`src/rtl/jsfv_pkg.sv`:
```
package jsfv_pkg;

  localparam int unsigned TEXT_BYTE_W    = 8;
  localparam int unsigned VALUE_LENGTH_W = 11;
  localparam int unsigned NAME_BYTES_W   = 64;
  localparam int unsigned NAME_LENGTH_W  = 4;
  localparam int unsigned CFG_INDEX_W    = 1;
  localparam int unsigned CFG_DATA_W     = 64;

  // Room for the decoded value; the longest legal value is one less.
  localparam int unsigned VALUE_CAPACITY = 2048;
  localparam int unsigned COUNT_W        = $clog2(VALUE_CAPACITY);

  localparam logic [CFG_INDEX_W-1:0] REG_FIELD_NAME_BYTES  = 1'b0;
  localparam logic [CFG_INDEX_W-1:0] REG_FIELD_NAME_LENGTH = 1'b1;

endpackage

```
`src/rtl/jsfv_if.sv`:
```
interface jsfv_text_if
  import jsfv_pkg::*;
  ();
  logic                   valid;
  logic                   ready;
  logic [TEXT_BYTE_W-1:0] text_byte;
  logic                   is_last;

  modport source (output valid, output text_byte, output is_last, input ready);
  modport sink   (input valid, input text_byte, input is_last, output ready);
endinterface

interface jsfv_verdict_if
  import jsfv_pkg::*;
  ();
  logic                      valid;
  logic                      ready;
  logic                      accepted;
  logic [VALUE_LENGTH_W-1:0] value_length;

  modport source (output valid, output accepted, output value_length, input ready);
  modport sink   (input valid, input accepted, input value_length, output ready);
endinterface

interface jsfv_cfg_if
  import jsfv_pkg::*;
  ();
  logic                   valid;
  logic                   ready;
  logic [CFG_INDEX_W-1:0] index;
  logic [CFG_DATA_W-1:0]  data;

  modport source (output valid, output index, output data, input ready);
  modport sink   (input valid, input index, input data, output ready);
endinterface

```
`src/rtl/json_single_field_validator_top.sv`:
```
// Single-field JSON object checker: {"key":"value"} with optional whitespace.
//
// Channels:
//   text_in : one text byte per request, is_last marks the final byte of a text.
//             A zero byte ends the text; bytes after it are dropped until is_last.
//   verdict : one request per text, issued for the byte marked is_last.
//             accepted = 1 when the text is exactly one object whose key equals
//             the configured field name and whose value is a non-empty string;
//             value_length then holds the decoded value length, else zero.
//   cfg     : index 0 writes field_name_bytes (first char in lowest byte),
//             index 1 writes field_name_length (low 4 bits). Always ready; write
//             only while no text is in flight.
// Throughput is one byte per cycle: the parse step is one level of small
// decode logic between the input register and the parse-state registers.
// A final byte is held in the input register, and its verdict then in the
// verdict register. When verdict stalls, a held verdict blocks only the
// next final byte; other bytes keep flowing until that byte reaches the stage.
// Reset clears the parse state, both valid flags and the registers to key
// bytes zero and length one.
module json_single_field_validator_top
  import jsfv_pkg::*;
(
  input  logic        clk,
  input  logic        rst,
  jsfv_text_if.sink       text_in,
  jsfv_verdict_if.source  verdict,
  jsfv_cfg_if.sink        cfg
);

  typedef enum logic [3:0] {
    PH_OPEN,
    PH_KEY_START,
    PH_KEY,
    PH_KEY_ESC,
    PH_COLON,
    PH_VAL_START,
    PH_VAL,
    PH_VAL_ESC,
    PH_CLOSE,
    PH_TAIL,
    PH_FAIL
  } phase_t;

  localparam logic [COUNT_W-1:0] VALUE_LIMIT = COUNT_W'(VALUE_CAPACITY - 1);

  function automatic logic is_space(input logic [7:0] c);
    return (c == 8'h20) || (c == 8'h09) || (c == 8'h0A) || (c == 8'h0D);
  endfunction

  // Decoded byte of an escape letter; bit 8 flags a legal escape.
  function automatic logic [8:0] unescape(input logic [7:0] c);
    logic [8:0] r;
    case (c)
      8'h22, 8'h5C, 8'h2F: r = {1'b1, c};
      8'h62:               r = {1'b1, 8'h08};
      8'h66:               r = {1'b1, 8'h0C};
      8'h6E:               r = {1'b1, 8'h0A};
      8'h72:               r = {1'b1, 8'h0D};
      8'h74:               r = {1'b1, 8'h09};
      default:             r = 9'h000;
    endcase
    return r;
  endfunction

  // Configuration registers
  logic [NAME_BYTES_W-1:0]  field_name_bytes;
  logic [NAME_LENGTH_W-1:0] field_name_length;

  // Input register
  logic                   s1_valid;
  logic [TEXT_BYTE_W-1:0] s1_byte;
  logic                   s1_last;
  logic                   s1_advance;

  // Parse state
  phase_t             phase, phase_next;
  logic [3:0]         key_position, key_position_next;
  logic               key_mismatch, key_mismatch_next;
  logic [COUNT_W-1:0] value_count, value_count_next;
  logic               text_ended, text_ended_next;

  // Verdict register
  logic                      out_valid;
  logic                      out_accepted, out_accepted_next;
  logic [VALUE_LENGTH_W-1:0] out_length, out_length_next;

  logic [3:0] len_eff;
  logic [8:0] esc;
  logic [7:0] key_char;
  logic       key_hit;

  assign cfg.ready = 1'b1;

  // A final byte may only leave the input register when the verdict slot is free.
  assign s1_advance    = s1_valid && (!s1_last || !out_valid || verdict.ready);
  assign text_in.ready = !s1_valid || s1_advance;

  assign verdict.valid        = out_valid;
  assign verdict.accepted     = out_accepted;
  assign verdict.value_length = out_length;

  assign len_eff  = (field_name_length > 4'd8) ? 4'd8 : field_name_length;
  assign esc      = unescape(s1_byte);
  assign key_char = (phase == PH_KEY_ESC) ? esc[7:0] : s1_byte;
  // Key positions beyond the name length never index the name bytes.
  assign key_hit  = !key_mismatch && (key_position < len_eff) &&
                    (field_name_bytes[{key_position[2:0], 3'b000} +: 8] == key_char);

  always_comb begin
    phase_next        = phase;
    key_position_next = key_position;
    key_mismatch_next = key_mismatch;
    value_count_next  = value_count;
    text_ended_next   = text_ended;

    if (!text_ended) begin
      if (s1_byte == 8'h00) begin
        text_ended_next = 1'b1;
      end else begin
        unique case (phase)
          PH_OPEN: begin
            if (!is_space(s1_byte)) phase_next = (s1_byte == 8'h7B) ? PH_KEY_START : PH_FAIL;
          end
          PH_KEY_START: begin
            if (!is_space(s1_byte)) phase_next = (s1_byte == 8'h22) ? PH_KEY : PH_FAIL;
          end
          PH_KEY: begin
            if (s1_byte == 8'h22) begin
              phase_next = (key_mismatch || len_eff == 4'd0 || key_position != len_eff)
                           ? PH_FAIL : PH_COLON;
            end else if (s1_byte == 8'h5C) begin
              phase_next = PH_KEY_ESC;
            end else if (s1_byte < 8'h20) begin
              phase_next = PH_FAIL;
            end else if (key_hit) begin
              key_position_next = key_position + 4'd1;
            end else begin
              key_mismatch_next = 1'b1;
            end
          end
          PH_KEY_ESC: begin
            if (esc[8]) begin
              phase_next = PH_KEY;
              if (key_hit) key_position_next = key_position + 4'd1;
              else         key_mismatch_next = 1'b1;
            end else begin
              phase_next = PH_FAIL;
            end
          end
          PH_COLON: begin
            if (!is_space(s1_byte)) phase_next = (s1_byte == 8'h3A) ? PH_VAL_START : PH_FAIL;
          end
          PH_VAL_START: begin
            if (!is_space(s1_byte)) phase_next = (s1_byte == 8'h22) ? PH_VAL : PH_FAIL;
          end
          PH_VAL: begin
            if (s1_byte == 8'h22) begin
              phase_next = (value_count == '0) ? PH_FAIL : PH_CLOSE;
            end else if (s1_byte == 8'h5C) begin
              phase_next = PH_VAL_ESC;
            end else if (s1_byte < 8'h20 || value_count >= VALUE_LIMIT) begin
              phase_next = PH_FAIL;
            end else begin
              value_count_next = value_count + COUNT_W'(1);
            end
          end
          PH_VAL_ESC: begin
            if (esc[8]) begin
              // Compare before the increment, so a wrapped count cannot pass the check.
              value_count_next = value_count + COUNT_W'(1);
              phase_next = (value_count >= VALUE_LIMIT - COUNT_W'(1)) ? PH_FAIL : PH_VAL;
            end else begin
              phase_next = PH_FAIL;
            end
          end
          PH_CLOSE: begin
            if (!is_space(s1_byte)) phase_next = (s1_byte == 8'h7D) ? PH_TAIL : PH_FAIL;
          end
          PH_TAIL: begin
            if (!is_space(s1_byte)) phase_next = PH_FAIL;
          end
          default: phase_next = PH_FAIL;
        endcase
      end
    end

    out_accepted_next = (phase_next == PH_TAIL);
    out_length_next   = out_accepted_next ? VALUE_LENGTH_W'(value_count_next) : '0;

    // Start over for the next text once the verdict is formed.
    if (s1_last) begin
      phase_next        = PH_OPEN;
      key_position_next = '0;
      key_mismatch_next = 1'b0;
      value_count_next  = '0;
      text_ended_next   = 1'b0;
    end
  end

  always_ff @(posedge clk) begin
    if (rst) begin
      field_name_bytes  <= '0;
      field_name_length <= NAME_LENGTH_W'(1);
      s1_valid          <= 1'b0;
      phase             <= PH_OPEN;
      key_position      <= '0;
      key_mismatch      <= 1'b0;
      value_count       <= '0;
      text_ended        <= 1'b0;
      out_valid         <= 1'b0;
    end else begin
      if (cfg.valid) begin
        case (cfg.index)
          REG_FIELD_NAME_BYTES:  field_name_bytes  <= cfg.data;
          REG_FIELD_NAME_LENGTH: field_name_length <= cfg.data[NAME_LENGTH_W-1:0];
          default: ;
        endcase
      end

      if (text_in.ready) s1_valid <= text_in.valid;

      if (s1_advance) begin
        phase        <= phase_next;
        key_position <= key_position_next;
        key_mismatch <= key_mismatch_next;
        value_count  <= value_count_next;
        text_ended   <= text_ended_next;
      end

      if (s1_advance && s1_last) begin
        out_valid <= 1'b1;
      end else if (verdict.ready) begin
        out_valid <= 1'b0;
      end
    end
  end

  // Payload registers: load without reset.
  always_ff @(posedge clk) begin
    if (text_in.ready && text_in.valid) begin
      s1_byte <= text_in.text_byte;
      s1_last <= text_in.is_last;
    end
    if (s1_advance && s1_last) begin
      out_accepted <= out_accepted_next;
      out_length   <= out_length_next;
    end
  end

endmodule

```
`src/flat_wrapper.sv`:
```
// flat-port wrapper written by rule: the top's interface ports become plain ports
module json_single_field_validator_top_flat import jsfv_pkg::*;
  (clk, rst, text_in_valid, text_in_text_byte, text_in_is_last, text_in_ready, verdict_valid, verdict_accepted, verdict_value_length, verdict_ready, cfg_valid, cfg_index, cfg_data, cfg_ready);
  jsfv_text_if text_in_i ();
  jsfv_verdict_if verdict_i ();
  jsfv_cfg_if cfg_i ();
  input  logic clk;
  input  logic rst;
  input wire logic [$bits(text_in_i.valid)-1:0] text_in_valid;
  input wire logic [$bits(text_in_i.text_byte)-1:0] text_in_text_byte;
  input wire logic [$bits(text_in_i.is_last)-1:0] text_in_is_last;
  output wire logic [$bits(text_in_i.ready)-1:0] text_in_ready;
  output wire logic [$bits(verdict_i.valid)-1:0] verdict_valid;
  output wire logic [$bits(verdict_i.accepted)-1:0] verdict_accepted;
  output wire logic [$bits(verdict_i.value_length)-1:0] verdict_value_length;
  input wire logic [$bits(verdict_i.ready)-1:0] verdict_ready;
  input wire logic [$bits(cfg_i.valid)-1:0] cfg_valid;
  input wire logic [$bits(cfg_i.index)-1:0] cfg_index;
  input wire logic [$bits(cfg_i.data)-1:0] cfg_data;
  output wire logic [$bits(cfg_i.ready)-1:0] cfg_ready;
  assign text_in_i.valid = text_in_valid;
  assign text_in_i.text_byte = text_in_text_byte;
  assign text_in_i.is_last = text_in_is_last;
  assign text_in_ready = text_in_i.ready;
  assign verdict_valid = verdict_i.valid;
  assign verdict_accepted = verdict_i.accepted;
  assign verdict_value_length = verdict_i.value_length;
  assign verdict_i.ready = verdict_ready;
  assign cfg_i.valid = cfg_valid;
  assign cfg_i.index = cfg_index;
  assign cfg_i.data = cfg_data;
  assign cfg_ready = cfg_i.ready;
  json_single_field_validator_top u_core (.clk(clk), .rst(rst), .text_in(text_in_i), .verdict(verdict_i), .cfg(cfg_i));
endmodule
```
`config.mk`:
```
export PLATFORM = sky130hd
export DESIGN_NAME = json_single_field_validator_top_flat
export DESIGN_NICKNAME = d
export VERILOG_FILES = /design/src/rtl/jsfv_pkg.sv /design/src/rtl/jsfv_if.sv /design/src/rtl/json_single_field_validator_top.sv /design/src/flat_wrapper.sv
export SDC_FILE = /design/constraint.sdc
export NUM_CORES = 1
export LEC_CHECK = 0
export ABC_AREA = 0
export BUFFER_PORTS_ARGS = -buffer_cell sky130_fd_sc_hd__clkbuf_2
export CAP_MARGIN = 5
export CORE_MARGIN = 2
export CORE_UTILIZATION = 44
export CTS_CLUSTER_SIZE = 14
export DETAILED_ROUTE_END_ITERATION = 8
export GPL_TIMING_DRIVEN = 0
export PLACE_DENSITY = 0.63
export SLEW_MARGIN = 20
export SYNTH_ARGS = -nofsm -noshare
export SYNTH_HDL_FRONTEND = slang
export SYNTH_SLANG_ARGS = --single-unit
```
`constraint.sdc`:
```
create_clock -name clk -period 6.4 [get_ports clk]
set_input_delay 0.32 -clock clk [delete_from_list [all_inputs] [get_ports clk]]
set_output_delay 0.32 -clock clk [all_outputs]
set_load 0.1 [all_outputs]
```
Word level (Yosys, flattened, before mapping)
Cells that the tools add are included.
{"block": "totals", "elab_cells": 143, "ram_bits": 0, "in_bits": 79, "rom_bits": 0, "output_inout_bits": 15, "memories": 0, "latch_bits": 0, "regBits": 112}
{"block": "op_classes", "n_bitwise": 1, "mul": 0, "order_cmp": 5, "n_mux": 60, "eq_ne": 33, "reduce_logical": 28, "n_shift": 1, "add_sub_neg": 2, "n_div": 0}
{"op": "$mux W4", "n": 32}
{"op": "$mux W11", "n": 7}
{"op": "$eq A8 B7 Y1 const B", "n": 8}
{"op": "$shiftx A64 B7 Y8", "n": 1}
{"op": "$pmux W9 S6", "n": 1}
{"op": "$pmux W4 S10", "n": 1}
{"op": "$eq A8 B6 Y1 const B", "n": 4}
{"op": "$eq A8 B4 Y1 const B", "n": 3}
{"op": "$ge A11 B11 Y1 const B", "n": 2}
{"op": "$pmux W11 S2", "n": 1}
{"op": "$eq A4 B3 Y1 const B", "n": 4}
{"op": "$mux W1", "n": 13}
{"op": "$eq A4 B4 Y1 const B", "n": 3}
{"op": "$add A11 B1 Y11 const B", "n": 1}
{"op": "$logic_not A11 Y1", "n": 1}
{"op": "$logic_or A1 B1 Y1", "n": 9}
{"op": "$ne A3 B2 Y1 const B", "n": 3}
{"op": "$eq A4 B2 Y1 const B", "n": 2}
{"op": "$eq A8 B8 Y1", "n": 1}
{"op": "$logic_not A4 Y1", "n": 2}
{"op": "$logic_not A8 Y1", "n": 1}
{"op": "$lt A8 B6 Y1 const B", "n": 1}
{"op": "$mux W8", "n": 1}
{"op": "$pmux W4 S2", "n": 1}
{"op": "other kinds (17)", "n": 27}

Logic depth before layout (Yosys ltp)
{"block": "logic_depth", "word_depth": 14, "depth_mapped": 13, "depth_no_buf": 11}

Least setup slack after synthesis
OpenSTA, ideal clock, no wires.
{"block": "synth_timing", "path_kind": "register to register", "start": "register u_core.out_valid, in the netlist u_core.verdict.valid", "end": "register u_core.s1_byte[0] (enable)", "path_stages_with_launch": 3, "setup_ns": 0.288, "period_less_slack_ns": 3.128, "path_buffers": 0, "t_required_ns": 6.112, "arrival_ns": 2.840, "setup_slack_ns": 3.272, "cell_sequence": "dfxtp_1 > nand4_1 > and2_1"}
{"block": "synth_via", "elab_chain_len": 6}
{"item": "start, declared", "line": "json_single_field_validator_top.sv:83", "source": "logic out_valid;"}
{"item": "start signal, assigned", "line": "json_single_field_validator_top.sv:210", "source": "out_valid <= 1'b0;"}
{"item": "start signal, assigned", "line": "json_single_field_validator_top.sv:231", "source": "out_valid <= 1'b1;"}
{"item": "start signal, assigned", "line": "json_single_field_validator_top.sv:233", "source": "out_valid <= 1'b0;"}
{"item": "$logic_not A1 Y1", "line": "json_single_field_validator_top.sv:95", "source": "assign s1_advance = s1_valid && (!s1_last || !out_valid || verdict.ready);"}
{"item": "$logic_or A1 B1 Y1 (2 in a row)", "line": "json_single_field_validator_top.sv:95"}
{"item": "$logic_and A1 B1 Y1", "line": "json_single_field_validator_top.sv:95"}
{"item": "$logic_or A1 B1 Y1", "line": "json_single_field_validator_top.sv:96", "source": "assign text_in.ready = !s1_valid || s1_advance;"}
{"item": "net text_in_ready", "line": "flat_wrapper.sv:12", "source": "output wire logic [$bits(text_in_i.ready)-1:0] text_in_ready;"}
{"item": "$logic_and A1 B1 Y1", "line": "json_single_field_validator_top.sv:240", "source": "if (text_in.ready && text_in.valid) begin"}
{"item": "end signal, assigned", "line": "json_single_field_validator_top.sv:241", "source": "s1_byte <= text_in.text_byte;"}
{"item": "end, declared", "line": "json_single_field_validator_top.sv:71", "source": "logic [TEXT_BYTE_W-1:0] s1_byte;"}
The timed path passes the listed nets, and every way through them passes these cells.
A chain may end at the register's enable or synchronous reset.

Worst setup path in the final report
{"block": "layout_timing", "start": "register u_core.s1_byte[6]", "end": "register u_core.out_length[2], in the netlist u_core.verdict.value_length[2], data pin"}
{"block": "layout_via", "elab_chain_len": 9, "elab_cells_between_ends": 53, "classes_between": "order compare (1); eq/ne (16); mux (30); reduce/logical (6)"}
{"item": "$lt A8 B6 Y1 (tied with other cells)", "line": "json_single_field_validator_top.sv:133, json_single_field_validator_top.sv:161"}
{"item": "$logic_or A1 B1 Y1 (on tied branches)", "line": "json_single_field_validator_top.sv:161, json_single_field_validator_top.sv:47"}
{"item": "$mux W4 / $logic_or A1 B1 Y1 (equally long branches)", "line": "json_single_field_validator_top.sv:161, json_single_field_validator_top.sv:47"}
{"item": "$mux W4 / $logic_or A1 B1 Y1 (equally long branches)", "line": "json_single_field_validator_top.sv:159, json_single_field_validator_top.sv:47"}
{"item": "$mux W4 (tied with other cells)", "line": "json_single_field_validator_top.sv:157", "source": "if (s1_byte == 8'h22) begin"}
{"item": "$pmux W4 S10", "line": "json_single_field_validator_top.sv:120", "source": "unique case (phase)"}
{"item": "$mux W4", "line": "json_single_field_validator_top.sv:117", "source": "if (s1_byte == 8'h00) begin"}
{"item": "$mux W4", "line": "json_single_field_validator_top.sv:116", "source": "if (!text_ended) begin"}
{"item": "$eq A4 B4 Y1", "line": "json_single_field_validator_top.sv:187", "source": "out_accepted_next = (phase_next == PH_TAIL);"}
{"item": "end signal, assigned", "line": "json_single_field_validator_top.sv:246", "source": "out_length <= out_length_next;"}
{"item": "end, declared", "line": "json_single_field_validator_top.sv:85", "source": "logic [VALUE_LENGTH_W-1:0] out_length, out_length_next;"}
Several ways; a longest one is shown, not always the timed one.

==> impl_metrics.csv <==
group,metric,value,unit
run_status,status,"completed",
die,die_area,0.0142,sq mm
hold_path,hold_path_class,"input port to flip-flop",
placed_design,place.gp.congestion,0.854,
die,ioPinCount,94,
routing,drc,0,
yosys,async_flop_share,0,%
sta,fmax,291,MHz
yosys,synth_top_flop_cell,"dfxtp_1",
clocking,clkLatencyLatePin,0.36,ns
die,row_count,42,
global_routing,grt_pass1_vias,5185,
critical_path,end_kind,"flip-flop",
global_routing,grt_max_degree,20,
sta,period_needed,3.43,ns
clocking,numCtsBuffers,9,
placed_design,portBuffers,91,
die,core-area,0.0131,sq mm
layout,layout-drive-gt1-share,18.8,%
clocking,cts_tree,"yes",
clocking,cts_max_level,3,
clocking,ctsRootBufferMaster,"clkbuf_16",
routing,avgViaCountPerCell,5.59,
global_routing,grt_pass1_wl,25800,microns
sta,final_max_slew_viol_count,0,
sta,rsz0062_at_grt,"false",
routing,firstDrtPassIters,5,
sta,whs,0.136,ns
critical_path,startpoint_type,"flip-flop",
clocking,clock_tree.buffer_depth,2,
clocking,post_cts_resized,0,
critical_path,crit_fanout,10,
die,start_util,44.5,%
placed_design,dp_hpwl,12400,microns
sta,finalSetupTns,0,ns
global_routing,grt-ovfl-total,0,
placed_design,place_area,0.00650,sq mm
layout,finalNetCount,862,
global_routing,antenna_found_initial,0,
clocking,holdBufCountCts,0,
layout,syn_to_final_growth,16.5,%
critical_path,crit_arrival,3.52,ns
routing,antenna_left,0,
routing,routed_wl,16000,microns
routing,wl_per_cell,16.8,microns
clocking,clock_sinks,112,
sta,hold_viol,0,
clocking,path_clk_slew,0.07,ns
critical_path,path_class,"flip-flop to flip-flop",
routing,drt_iter0_markers,329,
layout,stdcell_area,0.00679,sq mm
yosys,syn_inst,673,
yosys,synth_edf_count,21,
yosys,synth.top_cell.area_share,31.3,%
die,die_h,119,microns
sta,worst_clock_skew,0.0102,ns
yosys,synth.distinct_cells,73,
sta,max-slew-margin-rel,53.2,%
layout,n_antenna_cell,0,
sta,period_share,53.6,%
yosys,synthTopCellsByArea,"dfxtp_1, edfxtp_1, nand2_1, a21oi_1, mux4_2",
yosys,synth_seq_cells,112,
global_routing,grt_util_all_layers,23.0,%
power,p_leak,2.54,nW
sta,setup_violations,0,
yosys,synth_largest_area_cell,"dfxtp_1",
job,max-cap-violations,0,
power,p_per_area,217,mW/mm^2
power,power,1.47,mW
die,die_w,119,microns
sta,worst_pin_slew,0.697,ns
yosys,syn_avg_cell_area,8.66,sq um
yosys,yosys_warnings,0,
critical_path,crit_required,6.49,ns
yosys,syn_area,0.00583,sq mm
power,max-vdd-ir-drop,0.000182,V
yosys,syn-num-nets,760,
clocking,cts_setup_buffers,0,
routing,vias,5340,
yosys,seq_area_frac_synth,42.1,%
-- path summary, 6_finish.rpt --
kind / from / end / slack, ns / depth (start not counted)
setup reg to reg: u_core.s1_byte[6]$_DFFE_PP_ / u_core.verdict.value_length[2]$_SDFFCE_PP0P_ / 2.97 / 11
hold reg to reg: u_core.field_name_bytes[36]$_SDFFE_PP0P_ / u_core.field_name_bytes[36]$_SDFFE_PP0P_ / 0.46 / 2
setup / recovery: u_core.s1_byte[6]$_DFFE_PP_ / u_core.verdict.value_length[2]$_SDFFCE_PP0P_ / 2.97 / 11
hold / removal: text_in_text_byte[3] / u_core.s1_byte[3]$_DFFE_PP_ / 0.14 / 1
-- registers in the layout, indices dropped and copies added, names as in the netlist, 4 cells and up --
register / cells
u_core.verdict.value_length: 11
u_core.value_count: 11
u_core.s1_byte: 8
u_core.field_name_length: 4
u_core.field_name_bytes: 64
u_core.key_position: 4
u_core.phase: 4
-- cell usage in the layout (no fill, tap or decap), types with 14 or more instances in the layout --
| cell | Yosys | final |
|---|---|---|
| a21oi_1 | 86 | 86 |
| clkbuf_1 | 35 | 36 |
| clkbuf_2 | 0 | 91 |
| dfxtp_1 | 91 | 91 |
| edfxtp_1 | 21 | 21 |
| mux4_2 | 16 | 16 |
| nand2_1 | 152 | 152 |
| nand3_1 | 14 | 14 |
| nor2_1 | 36 | 36 |
| o21ai_0 | 19 | 19 |
-- area by class of cell --
| type | instances | area (sq um) |
|---|---|---|
| Sequential cell | 112 | 2450 |
| Buffer | 51 | 228 |
| Clock buffer | 10 | 229 |
| Timing Repair Buffer | 91 | 455 |
| Tap cell | 176 | 220 |
| Inverter | 13 | 48.8 |
| Fill cell | 1254 | 6290 |
| Clock inverter | 6 | 51.3 |
| Multi-Input combinational cell | 497 | 3110 |
-- synthesized netlist by cell type, drive strengths merged, types with 4 or more instances --
library cell,instances
o21ai,20
mux2i,9
nand3,15
or4b,4
o22ai,5
clkbuf,35
xor2,7
o31ai,5
nand4,13
and2,8
and3,8
nor2b,6
nor3,8
ha,8
nand4b,5
a31oi,5
a21oi,87
mux4,16
o211ai,4
buf,16
dfxtp,91
nor2,36
edfxtp,21
nand2,152
inv,13
xnor2,7
nor4,7
or3,5
-- through the flow --
stage	util, %	std cells	setup slack [ns]
final	51.9	956	2.97
after global routing	51.9	956	2.58
after CTS	51.9	956	2.96
after detailed placement	49.7	940	3.00
after global placement	49.7	940	3.02
after floorplan	-	673	3.27
-- critical path, stage by stage, from the launching register on --
cell	delay [ns]
edfxtp_1	0.36
buf_2	0.21
nor4b_2	0.63
o211ai_2	0.28
nand2_1	0.15
o21ai_1	0.07
a21oi_1	0.23
clkbuf_1	0.38
clkbuf_1	0.44
nand2_1	0.17
xor2_1	0.18
nor2_1	0.06
-- kinds of logic after synthesis --
family          count (synthesis)  synth area share (%)
compound gates                164                  17.2
buf+inv                        64                  4.74
mux                            25                  7.94
flops                         112                  42.1
fa+ha+maj                       8                  1.72
other cells                     1                0.0643
simple gates                  285                  24.1
xor+xnor                       14                  2.10
-- power breakdown --
group          switching, mW  internal (mW)  total [mW]
clock network          0.279          0.271       0.551
registers             0.0172          0.743       0.760
logic                  0.102         0.0619       0.164
total                  0.398           1.08        1.47
-- routing by layer --
metal  vias up  wire length, microns  GRT usage [%]
met5         -                     0              0
met4         0                   292           6.40
met3        21                   722           4.41
met2       145                  8030           41.1
met1      2559                  6970           28.3
li1       2615                     -              -
Note: power is estimated with default switching activity, not from simulation.
